===== config.mk =====
export PLATFORM = sky130hd
export DESIGN_NAME = quadrature_pi_speed_control
export DESIGN_NICKNAME = d
export VERILOG_FILES = /design/src/rtl/qpsc_pkg.sv /design/src/rtl/quadrature_pi_speed_control.sv /design/src/rtl/qpsc_fifo.sv /design/src/rtl/qpsc_front.sv /design/src/rtl/qpsc_back.sv
export SDC_FILE = /design/constraint.sdc
export NUM_CORES = 2
export LEC_CHECK = 0
export ABC_CLOCK_PERIOD_IN_PS = 14100
export BUFFER_PORTS_ARGS = -buffer_cell sky130_fd_sc_hd__buf_4
export CAP_MARGIN = 20
export CORE_UTILIZATION = 60
export DETAILED_ROUTE_END_ITERATION = 6
export PLACE_DENSITY = 0.77
export SLEW_MARGIN = 20
export SYNTH_ARGS = -nofsm -noshare
export SYNTH_HDL_FRONTEND = slang
export SYNTH_SLANG_ARGS = --single-unit

===== constraint.sdc =====
create_clock -name clk -period 14.1 [get_ports clk]
set_input_delay 2.82 -clock clk [delete_from_list [all_inputs] [get_ports clk]]
set_output_delay 2.82 -clock clk [all_outputs]
set_load 0.005 [all_outputs]

===== src/rtl/qpsc_pkg.sv =====
package qpsc_pkg;

  localparam int COUNT_WIDTH_DEF = 16;

  localparam logic signed [31:0] TARGET_SPEED_RST     = 32'sd205783;
  localparam logic signed [31:0] PROP_GAIN_RST        = 32'sd19005;
  localparam logic signed [31:0] INTEGRAL_GAIN_DT_RST = 32'sd5852;
  localparam logic        [30:0] COUNT_TO_SPEED_RST   = 31'd25231;

  typedef enum logic [1:0] {
    REG_TARGET_SPEED     = 2'd0,
    REG_PROP_GAIN        = 2'd1,
    REG_INTEGRAL_GAIN_DT = 2'd2,
    REG_COUNT_TO_SPEED   = 2'd3
  } cfg_reg_t;

  typedef struct packed {
    logic signed [31:0] target_speed;
    logic signed [31:0] prop_gain;
    logic signed [31:0] integral_gain_dt;
    logic        [30:0] count_to_speed;
  } cfg_t;

  typedef enum logic [2:0] {
    B_IDLE,
    B_ERR,
    B_PMUL,
    B_IMUL,
    B_DONE
  } back_state_t;

  // Clamp a wide signed value to the signed 32-bit range.
  function automatic logic signed [31:0] sat32(input logic signed [63:0] x);
    logic signed [31:0] res;
    if (x > 64'sh0000_0000_7FFF_FFFF) begin
      res = 32'sh7FFF_FFFF;
    end else if (x < -64'sh0000_0000_8000_0000) begin
      res = 32'sh8000_0000;
    end else begin
      res = x[31:0];
    end
    return res;
  endfunction

  // Q16.16 product rounded half up: floor((p + 2^15) / 2^16).
  function automatic logic signed [47:0] round_q16(input logic signed [63:0] p);
    logic signed [63:0] sum;
    sum = p + 64'sd32768;
    return sum[63:16];
  endfunction

endpackage


===== src/rtl/quadrature_pi_speed_control.sv =====
// Quadrature encoder counter with a PI speed loop; speed, gains and drive
// command are signed Q16.16. The front end takes encoder edge words while the
// input is not stalled; each steps a saturating COUNT_WIDTH-bit counter. A
// sample tick word snapshots and clears the counter and drops the count
// into a two-entry queue; only ticks produce an output word. The back end
// works one tick at a time through a single shared 32x32 multiplier that it
// uses three times (speed, proportional term, integral term). Edges keep
// flowing while the back end computes; the input stalls only when two ticks
// are already queued. Configuration writes are always ready and should be
// made while idle.
module quadrature_pi_speed_control #(
  parameter int COUNT_WIDTH = qpsc_pkg::COUNT_WIDTH_DEF
) (
  input  logic               clk,
  input  logic               rst_n,
  input  logic               in_valid,
  output logic               in_stall,
  input  logic               in_kind,
  input  logic               in_edge_on_b,
  input  logic               in_level_a,
  input  logic               in_level_b,
  output logic               out_valid,
  input  logic               out_stall,
  output logic signed [31:0] out_drive_command,
  output logic signed [31:0] out_measured_speed,
  output logic signed [15:0] out_tick_delta,
  input  logic               cfg_valid,
  output logic               cfg_ready,
  input  logic [1:0]         cfg_index,
  input  logic [31:0]        cfg_data
);
  import qpsc_pkg::*;

  cfg_t                   cfg_r, cfg_nxt;
  logic                   queue_push;
  logic                   queue_pop;
  logic                   queue_full;
  logic                   queue_empty;
  logic [COUNT_WIDTH-1:0] queue_wdata;
  logic [COUNT_WIDTH-1:0] queue_rdata;

  assign cfg_ready = 1'b1;

  always_comb begin
    cfg_nxt = cfg_r;
    if (cfg_valid) begin
      unique case (cfg_reg_t'(cfg_index))
        REG_TARGET_SPEED:     cfg_nxt.target_speed     = cfg_data;
        REG_PROP_GAIN:        cfg_nxt.prop_gain        = cfg_data;
        REG_INTEGRAL_GAIN_DT: cfg_nxt.integral_gain_dt = cfg_data;
        REG_COUNT_TO_SPEED:   cfg_nxt.count_to_speed   = cfg_data[30:0];
      endcase
    end
  end

  always_ff @(posedge clk) begin
    if (!rst_n) begin
      cfg_r.target_speed     <= TARGET_SPEED_RST;
      cfg_r.prop_gain        <= PROP_GAIN_RST;
      cfg_r.integral_gain_dt <= INTEGRAL_GAIN_DT_RST;
      cfg_r.count_to_speed   <= COUNT_TO_SPEED_RST;
    end else begin
      cfg_r <= cfg_nxt;
    end
  end

  qpsc_front #(
    .COUNT_WIDTH (COUNT_WIDTH)
  ) u_front (
    .clk          (clk),
    .rst_n        (rst_n),
    .in_valid     (in_valid),
    .in_stall     (in_stall),
    .in_kind      (in_kind),
    .in_edge_on_b (in_edge_on_b),
    .in_level_a   (in_level_a),
    .in_level_b   (in_level_b),
    .queue_full   (queue_full),
    .queue_push   (queue_push),
    .queue_data   (queue_wdata)
  );

  qpsc_fifo #(
    .WIDTH (COUNT_WIDTH)
  ) u_queue (
    .clk       (clk),
    .rst_n     (rst_n),
    .push      (queue_push),
    .push_data (queue_wdata),
    .pop       (queue_pop),
    .pop_data  (queue_rdata),
    .full      (queue_full),
    .empty     (queue_empty)
  );

  qpsc_back #(
    .COUNT_WIDTH (COUNT_WIDTH)
  ) u_back (
    .clk                (clk),
    .rst_n              (rst_n),
    .cfg                (cfg_r),
    .queue_empty        (queue_empty),
    .queue_data         (queue_rdata),
    .queue_pop          (queue_pop),
    .out_valid          (out_valid),
    .out_stall          (out_stall),
    .out_drive_command  (out_drive_command),
    .out_measured_speed (out_measured_speed),
    .out_tick_delta     (out_tick_delta)
  );

endmodule


===== src/rtl/qpsc_fifo.sv =====
module qpsc_fifo #(
  parameter int WIDTH = qpsc_pkg::COUNT_WIDTH_DEF
) (
  input  logic             clk,
  input  logic             rst_n,
  input  logic             push,
  input  logic [WIDTH-1:0] push_data,
  input  logic             pop,
  output logic [WIDTH-1:0] pop_data,
  output logic             full,
  output logic             empty
);
  import qpsc_pkg::*;

  // Two entries: two ticks can wait while the back end works on another.
  logic [WIDTH-1:0] mem_r [2];
  logic             wr_ptr_r, wr_ptr_nxt;
  logic             rd_ptr_r, rd_ptr_nxt;
  logic [1:0]       fill_r, fill_nxt;

  assign full     = (fill_r == 2'd2);
  assign empty    = (fill_r == 2'd0);
  assign pop_data = mem_r[rd_ptr_r];

  always_comb begin
    wr_ptr_nxt = wr_ptr_r;
    rd_ptr_nxt = rd_ptr_r;
    fill_nxt   = fill_r;
    if (push) begin
      wr_ptr_nxt = ~wr_ptr_r;
    end
    if (pop) begin
      rd_ptr_nxt = ~rd_ptr_r;
    end
    if (push && !pop) begin
      fill_nxt = fill_r + 2'd1;
    end else if (pop && !push) begin
      fill_nxt = fill_r - 2'd1;
    end
  end

  always_ff @(posedge clk) begin
    if (!rst_n) begin
      wr_ptr_r <= 1'b0;
      rd_ptr_r <= 1'b0;
      fill_r   <= 2'd0;
    end else begin
      wr_ptr_r <= wr_ptr_nxt;
      rd_ptr_r <= rd_ptr_nxt;
      fill_r   <= fill_nxt;
    end
  end

  always_ff @(posedge clk) begin
    if (push) begin
      mem_r[wr_ptr_r] <= push_data;
    end
  end

endmodule


===== src/rtl/qpsc_front.sv =====
module qpsc_front #(
  parameter int COUNT_WIDTH = qpsc_pkg::COUNT_WIDTH_DEF
) (
  input  logic                   clk,
  input  logic                   rst_n,
  input  logic                   in_valid,
  output logic                   in_stall,
  input  logic                   in_kind,
  input  logic                   in_edge_on_b,
  input  logic                   in_level_a,
  input  logic                   in_level_b,
  input  logic                   queue_full,
  output logic                   queue_push,
  output logic [COUNT_WIDTH-1:0] queue_data
);
  import qpsc_pkg::*;

  localparam logic [COUNT_WIDTH-1:0] CNT_MAX = {1'b0, {(COUNT_WIDTH-1){1'b1}}};
  localparam logic [COUNT_WIDTH-1:0] CNT_MIN = {1'b1, {(COUNT_WIDTH-1){1'b0}}};

  logic [COUNT_WIDTH-1:0] count_r, count_nxt;
  logic                   accept;
  logic                   step_up;

  assign in_stall   = queue_full;
  assign accept     = in_valid && !queue_full;
  assign queue_push = accept && in_kind;
  assign queue_data = count_r;

  // x4 decoding: an A edge counts up when the levels differ, a B edge when they match.
  assign step_up = in_edge_on_b ? (in_level_a == in_level_b) : (in_level_a != in_level_b);

  always_comb begin
    count_nxt = count_r;
    if (accept) begin
      if (in_kind) begin
        count_nxt = '0;
      end else if (step_up) begin
        if (count_r != CNT_MAX) begin
          count_nxt = count_r + 1'b1;
        end
      end else begin
        if (count_r != CNT_MIN) begin
          count_nxt = count_r - 1'b1;
        end
      end
    end
  end

  always_ff @(posedge clk) begin
    if (!rst_n) begin
      count_r <= '0;
    end else begin
      count_r <= count_nxt;
    end
  end

endmodule


===== src/rtl/qpsc_back.sv =====
module qpsc_back #(
  parameter int COUNT_WIDTH = qpsc_pkg::COUNT_WIDTH_DEF
) (
  input  logic                   clk,
  input  logic                   rst_n,
  input  qpsc_pkg::cfg_t         cfg,
  input  logic                   queue_empty,
  input  logic [COUNT_WIDTH-1:0] queue_data,
  output logic                   queue_pop,
  output logic                   out_valid,
  input  logic                   out_stall,
  output logic signed [31:0]     out_drive_command,
  output logic signed [31:0]     out_measured_speed,
  output logic signed [15:0]     out_tick_delta
);
  import qpsc_pkg::*;

  back_state_t state_r, state_nxt;

  logic signed [COUNT_WIDTH-1:0] cnt_r, cnt_nxt;
  logic signed [63:0]            prod_r;
  logic signed [31:0]            speed_r, speed_nxt;
  logic signed [31:0]            err_r, err_nxt;
  logic signed [31:0]            cmd_r, cmd_nxt;
  logic signed [31:0]            integ_r, integ_nxt;

  logic                          out_valid_r, out_valid_nxt;
  logic signed [31:0]            out_cmd_r, out_cmd_nxt;
  logic signed [31:0]            out_speed_r, out_speed_nxt;
  logic signed [15:0]            out_delta_r, out_delta_nxt;

  // One shared multiplier, operands picked by the sequencer step.
  logic signed [31:0]            mul_a, mul_b;
  logic signed [31:0]            head_ext;
  logic signed [31:0]            cnt_ext;
  logic signed [63:0]            err_wide;
  logic signed [63:0]            acc_wide;
  logic                          out_free;

  assign head_ext = 32'(signed'(queue_data));
  assign cnt_ext  = 32'(cnt_r);
  assign out_free = !out_valid_r || !out_stall;

  always_comb begin
    unique case (state_r)
      B_PMUL: begin
        mul_a = cfg.prop_gain;
        mul_b = err_r;
      end
      // The integral product is kept in place while the result waits.
      B_IMUL, B_DONE: begin
        mul_a = cfg.integral_gain_dt;
        mul_b = err_r;
      end
      default: begin
        mul_a = head_ext;
        mul_b = signed'({1'b0, cfg.count_to_speed});
      end
    endcase
  end

  always_comb begin
    state_nxt     = state_r;
    queue_pop     = 1'b0;
    cnt_nxt       = cnt_r;
    speed_nxt     = speed_r;
    err_nxt       = err_r;
    cmd_nxt       = cmd_r;
    integ_nxt     = integ_r;
    out_valid_nxt = out_valid_r && out_stall;
    out_cmd_nxt   = out_cmd_r;
    out_speed_nxt = out_speed_r;
    out_delta_nxt = out_delta_r;
    err_wide      = 64'(speed_r);
    acc_wide      = 64'(integ_r);

    unique case (state_r)
      B_IDLE: begin
        if (!queue_empty) begin
          queue_pop = 1'b1;
          cnt_nxt   = queue_data;
          state_nxt = B_ERR;
        end
      end
      B_ERR: begin
        // The count is an integer, so the speed product is already Q16.16.
        speed_nxt = sat32(prod_r);
        err_wide  = 64'(cfg.target_speed) - 64'(sat32(prod_r));
        err_nxt   = sat32(err_wide);
        state_nxt = B_PMUL;
      end
      B_PMUL: begin
        state_nxt = B_IMUL;
      end
      B_IMUL: begin
        acc_wide  = 64'(round_q16(prod_r)) + 64'(integ_r);
        cmd_nxt   = sat32(acc_wide);
        state_nxt = B_DONE;
      end
      B_DONE: begin
        if (out_free) begin
          acc_wide      = 64'(integ_r) + 64'(round_q16(prod_r));
          integ_nxt     = sat32(acc_wide);
          out_valid_nxt = 1'b1;
          out_cmd_nxt   = cmd_r;
          out_speed_nxt = speed_r;
          if (cnt_ext > 32'sd32767) begin
            out_delta_nxt = 16'sh7FFF;
          end else if (cnt_ext < -32'sd32768) begin
            out_delta_nxt = 16'sh8000;
          end else begin
            out_delta_nxt = cnt_ext[15:0];
          end
          state_nxt = B_IDLE;
        end
      end
      default: begin
        state_nxt = B_IDLE;
      end
    endcase
  end

  always_ff @(posedge clk) begin
    if (!rst_n) begin
      state_r <= B_IDLE;
    end else begin
      state_r <= state_nxt;
    end
  end

  always_ff @(posedge clk) begin
    if (!rst_n) begin
      integ_r     <= '0;
      out_valid_r <= 1'b0;
    end else begin
      integ_r     <= integ_nxt;
      out_valid_r <= out_valid_nxt;
    end
  end

  always_ff @(posedge clk) begin
    prod_r      <= mul_a * mul_b;
    cnt_r       <= cnt_nxt;
    speed_r     <= speed_nxt;
    err_r       <= err_nxt;
    cmd_r       <= cmd_nxt;
    out_cmd_r   <= out_cmd_nxt;
    out_speed_r <= out_speed_nxt;
    out_delta_r <= out_delta_nxt;
  end

  assign out_valid          = out_valid_r;
  assign out_drive_command  = out_cmd_r;
  assign out_measured_speed = out_speed_r;
  assign out_tick_delta     = out_delta_r;

endmodule

# Word-level counts from Yosys, hierarchy flattened
# Memories as Yosys holds them, arrays and structs flattened. A register that Yosys moved wholly into a read port is not among the register bits.
# Cells that the tools add are included.
word_totals:
  reg_bits: 439
  ramBits: 32
  inputBits: 43
  out_inout_bits: 83
  elab_cells: 107
  mem_count: 1
memory_table:
  columns: ["memory", "words", "word_bits", "rd", "rd_ports_with_merged_regs", "wr", "line", "text"]
  rows:
  - ["u_queue.mem_r", 2, 16, 1, 1, 1, "qpsc_fifo.sv:16", "logic [WIDTH-1:0] mem_r [2];"]
classes:
  n_addsub: 7
  mul: 1
  magnitude_cmp: 8
  eq_ne: 15
  mux: 27
  n_bitwise: 3
  n_reduce_logical: 26
op_table:
  columns: ["operator", "n"]
  rows:
  - ["2-to-1 mux 32 bit", 7]
  - ["greater-than comparator 64 x 32 -> 1 bit, second input constant", 3]
  - ["< comparator 64 x 32 -> 1 bit, second input constant", 3]
  - ["2-to-1 mux 16 bit", 5]
  - ["adder 64 x 17 -> 64 bit, second input constant", 1]
  - ["multiplier 32 x 32 -> 64 bit", 1]
  - ["case mux 32 bit (2 select lines)", 1]
  - ["adder 48 x 32 -> 49 bit", 1]
  - ["subtractor 32 x 32 -> 33 bit", 1]
  - ["adder 16 x 1 -> 16 bit, second input constant", 1]
  - ["greater-than comparator 16 bit, second input constant", 1]
  - ["< comparator 16 bit, second input constant", 1]
  - ["inequality test 16 x 15 -> 1 bit, second input constant", 1]
  - ["inequality test 16 bit, second input constant", 1]
  - ["subtractor 16 x 1 -> 16 bit, second input constant", 1]
  - ["case mux 3 bit (5 select lines)", 1]
  - ["AND reduction 2 bit", 7]
  - ["2-to-1 mux 1 bit", 9]
  - ["equality test 2 bit, second input constant", 3]
  - ["equality test 3 x 2 -> 1 bit, second input constant", 2]
  - ["2-to-1 mux 3 bit", 2]
  - ["logical AND 1 bit", 5]
  - ["zero test 1 bit", 5]
  - ["zero test 2 bit", 2]
  - ["19 further kinds", 22]

# Depth between registers and ports, before layout
depth:
  word_depth: 8
  mapped_depth: 38
  mapped_depth_nobuf: 35

# Hierarchy
# Synthesis repeated with hierarchy kept, for this count alone.
hier_totals:
  cells_unflattened: 6169
  hier_area_um2: 58442.3
modules_own_cells:
  columns: ["module", "n_inst", "cells_per_inst", "area_per_inst_um2", "seq_area_each_um2"]
  rows:
  - ["qpsc_back", 1, 5429, 50743.7, 7767.4]
  - ["quadrature_pi_speed_control", 1, 469, 4906.0, 2542.4]
  - ["qpsc_front", 1, 199, 1420.1, 320.3]
  - ["qpsc_fifo", 1, 72, 1372.6, 1061.0]

# Worst setup path after synthesis
# Ideal clock, no wire load.
synth_timing:
  path_type: "register to register"
  start: "reg u_back.state_r[2]"
  end: "reg u_back.prod_r[63]"
  setup_time_ps: 140
  arrival_ps: 9660
  required_ps: 13960
  slack_ps: 4299
  stages_incl_launch_ff: 35
  n_path_buf: 4
  period_less_slack_ps: 9801
  cell_sequence: "dfxtp_1 nand3b_1 nand2_1 nor2_1 buf_2 buf_1 mux2i_1 clkbuf_1 nor2_1 fa_1 inv_1 fa_1 inv_1 fa_1 fa_1 inv_1 fa_1 inv_1 fa_1 inv_1 fa_1 inv_1 fa_1 ha_1 clkbuf_1 a21oi_1 nor2b_1 o21ai_0 nand2b_1 a21o_1 a221o_1 a31o_2 a41oi_1 mux2i_1 o311ai_0"
synth_between:
  elab_chain_len: 4
  word_cells_on_any_way: 8
  classes_between: "1 x mul; 3 x eq/ne; 2 x mux; 2 x reduce/logical"
synth_rtl:
  columns: ["element", "line", "text"]
  rows:
  - ["start: declaration", "qpsc_back.sv:18", "back_state_t state_r, state_nxt;"]
  - ["start signal: assignment", "qpsc_back.sv:127", "state_r <= state_nxt;"]
  - ["equality test 3 x 2 -> 1 bit / equality test 3 bit (equally long branches)", "qpsc_back.sv:45", "unique case (state_r)"]
  - ["OR reduction 2 bit / OR reduction 3 bit (equally long branches)", null, null]
  - ["case mux 32 bit (2 select lines) / 2-to-1 mux 32 bit (equally long branches)", "qpsc_back.sv:45", null]
  - ["multiplier 32 x 32 -> 64 bit (*)", "qpsc_back.sv:142", "prod_r <= mul_a * mul_b;"]
  - ["end signal: assignment", "qpsc_back.sv:142", null]
  - ["end: declaration", "qpsc_back.sv:21", "logic signed [63:0] prod_r;"]
# Mark *: on every way between the ends. The rest lies on a longest branch, timed or not.
# A chain may end at the register's enable or synchronous reset.

# Worst setup path in the final report
layout_timing:
  start: "reg u_back.state_r[0]"
  end: "reg u_back.prod_r[60]"
# Same word-level chain as after synthesis.

==> impl_metrics.json <==
{
  "worst_slew_pin_slew_ns": 1.15,
  "status": "finished clean",
  "path_common_cell": "fa_1",
  "syn2layout_area_growth_pct": 7.31,
  "die_y_um": 313,
  "avgSynthCellArea_um2": 9.35,
  "cp-start-kind": "register",
  "async_flop_share_pct": 0,
  "htreeDepth": 2,
  "slowest_delay_ns": 0.92,
  "endpoint_kind": "register",
  "grt_pass1_wl_mm": 268,
  "port_buffers": 124,
  "drc": 0,
  "grt_pass1_vias": 47200,
  "met3_length_mm": 20.4,
  "ys_warn_count": 0,
  "seq_area_frac_synth_pct": 20.1,
  "cts-hold-fix-buffers": 0,
  "io-pin-count": 126,
  "routed_wl_mm": 171,
  "crit_type": "reg2reg",
  "cts.repair.resized": 0,
  "n_fill_cell": 7583,
  "wl_met2_mm": 75.6,
  "drive_gt1_share_pct": 7.02,
  "synthDistinctLibCells": 86,
  "syn-cell-area_um2": 58000,
  "viasPerCell": 5.98,
  "die_area_um2": 98000,
  "skew_ns": 0.0228,
  "synth_nets": 7616,
  "maxSlewHeadroom_pct": 22.7,
  "synth_edf_count": 224,
  "grt_overflow": 0,
  "grt_setup_unrepaired": "no",
  "vias": 44900,
  "clock_sinks": 472,
  "ys.flop_type": "dfxtp_1",
  "core-area_um2": 95400,
  "critPathSlowestCell": "o21ai_0",
  "hpwlAfterDp_mm": 135,
  "ff_latch_area_um2": 11700,
  "nets": 7603,
  "period_minus_slack_ns": 11.34,
  "clkTransAtPathRegs_ns": 0.06,
  "hold_violations": 0,
  "grt.total_usage_pct": 36.3,
  "rows": 113,
  "fp.dieW_um": 313,
  "crit_path_max_fanout": 88,
  "cap_violations": 0,
  "synth_seq_cells": 472,
  "period_share_pct": 80.5,
  "floorplan.initialDensity_pct": 60.8,
  "antenna_found_initial": 3,
  "post_cts_buffers": 0,
  "clockRootBuffer": "clkbuf_16",
  "hold_class": "reg2reg",
  "grt_max_degree": 89,
  "place_congestion": 0.999,
  "dr.pass1.iters": 6,
  "tns_ns": 0,
  "cts_buffers": 53,
  "routedWlPerCell_um": 22.8,
  "cts_buffer_depth": 3,
  "drtIter0Drc": 4705,
  "postRouteAntennaNets": 0,
  "fmax_mhz": 88.2,
  "arrival_ns": 11.94,
  "clock_latency_ns": 0.68,
  "wirelength_met1_mm": 62.5,
  "slew_viol_final": 0,
  "setup_violations": 0,
  "top_layer_used": "met4",
  "required_ns": 14.69,
  "syn-instance-count": 6208,
  "cts_tree": "yes",
  "multi_input_area_um2": 41100
}
==> per-layer routing <==
metal	vias up	track usage, %
met5	-	0
met4	0	23.1
met3	595	9.84
met2	2417	55.1
met1	22500	46.1
li1	19400	-
==> worst paths after layout <==
path / cells past startpoint / startpoint / end / slack, ns
min: 0 / u_back.cnt_r[3] / u_back.out_tick_delta[3] / 0.41
min reg2reg: 0 / u_back.cnt_r[3] / u_back.out_tick_delta[3] / 0.41
max reg2reg: 32 / u_back.state_r[0] / u_back.prod_r[60] / 2.76
max: 32 / u_back.state_r[0] / u_back.prod_r[60] / 2.76
==> layout by cell type, fill, tap and decap left out, types with 22 or more instances in the layout <==
cell and count:
and3_1 34, nand4_1 38, a21oi_1 260, nand2b_1 25
ha_1 280, buf_4 229, nand2_1 896, nor2_1 611
edfxtp_1 224, xor2_1 71, nor3_1 35, fa_1 1085
nand3_1 98, clkbuf_16 53, xnor2_1 127, a221o_1 46
dfxtp_1 248, a22oi_1 22, o21ai_0 129, a21o_1 78
and2_1 38, mux2_2 45, o21a_1 47, inv_1 1123
o21bai_1 27
==> cell usage after synthesis (9+ instances only) <==
cell type | number | area share, %
dfxtp_1 | 248 | 8.6
or3_1 | 15 | 0.16
nor2b_1 | 16 | 0.17
o21ai_1 | 20 | 0.17
o21bai_1 | 27 | 0.35
a21oi_1 | 264 | 2.3
a31oi_1 | 13 | 0.14
and2_1 | 38 | 0.41
a211oi_1 | 18 | 0.23
a21o_1 | 78 | 1.0
ha_1 | 280 | 6.0
nor3_1 | 35 | 0.30
o211ai_1 | 17 | 0.22
xnor2_1 | 127 | 1.9
o21ai_0 | 130 | 1.1
o21a_1 | 47 | 0.61
nand2b_1 | 25 | 0.27
a221oi_1 | 23 | 0.35
and3_1 | 34 | 0.37
buf_1 | 21 | 0.14
inv_1 | 1124 | 7.3
nand2_1 | 897 | 5.8
fa_1 | 1085 | 37
xor2_1 | 71 | 1.1
nor4_1 | 17 | 0.18
nand3_1 | 98 | 0.85
nand4_1 | 38 | 0.41
nor2_1 | 614 | 4.0
clkbuf_1 | 254 | 1.6
a221o_1 | 46 | 0.79
mux2_2 | 45 | 0.87
edfxtp_1 | 224 | 12
a41oi_1 | 9 | 0.14
mux2i_1 | 31 | 0.53
and4_1 | 12 | 0.18
a22oi_1 | 22 | 0.28
a22o_1 | 15 | 0.23
buf_2 | 14 | 0.12
==> registers in the layout (all words and copies together) (netlist names), 2 cells and up, named ones only <==
signal,flops
u_back.state_r,3
u_back.out_measured_speed,32
u_back.speed_r,32
u_front.queue_data,16
u_back.cmd_r,32
u_back.prod_r,64
u_back.out_tick_delta,16
cfg_r,127
u_back.out_drive_command,32
u_queue.mem_r,32
u_queue.fill_r,2
u_back.cnt_r,16
u_back.integ_r,32
u_back.err_r,32
==> cells by family (layout without fill, tap and decap cells) <==
kind of cell	after synthesis	after routing	share of synthesized area, %
xor gates and xnor gates	198	198	2.99
muxes	76	76	1.41
other	1	4	0.00646
and+or+nand+nor	1872	1872	13.6
buffers and inverters	1424	1456	9.32
DFF	472	472	20.1
adders and majority gates	1370	1370	43.6
AOI/OAI and AO/OA	795	795	9.00
==> stage by stage <==
stage          area [um2]  util (%)  setup slack [ns]  hold slack (ns)  cells
2_1_floorplan       58000         -              4.30            0.400   6208
3_3_place_gp        60300      63.2              3.27            0.401   7405
3_5_place_dp        60400      63.3              3.12            0.405   7405
4_1_cts             62200      65.2              3.08            0.415   7505
5_1_grt             62300      65.2              2.32            0.421   7505
6_report            62300      65.2              2.76            0.414   7508
==> area by class of cell <==
| class | count | share of cell area [%] |
|---|---|---|
| Clock buffer | 67 | 2.29 |
| Inverter | 1125 | 6.78 |
| Sequential cell | 472 | 18.8 |
| Tap cell | 1265 | 2.54 |
| Clock inverter | 33 | 0.711 |
| Antenna cell | 3 | 0.0121 |
| Timing Repair Buffer | 231 | 2.83 |
| Multi-Input combinational cell | 4312 | 66.1 |
==> worst max-delay path: cells and delay by family, from the launching register on <==
family | cells | cell delay [ns]
compound gates | 9 | 3.39
xor+xnor | 1 | 0.14
fa+ha+maj | 9 | 4.48
buf+inv | 6 | 1.13
flops | 1 | 0.44
simple gates | 7 | 1.54
Power is not shown: default switching activity piles up to over one toggle a cycle in this logic, so the estimate is an artifact.
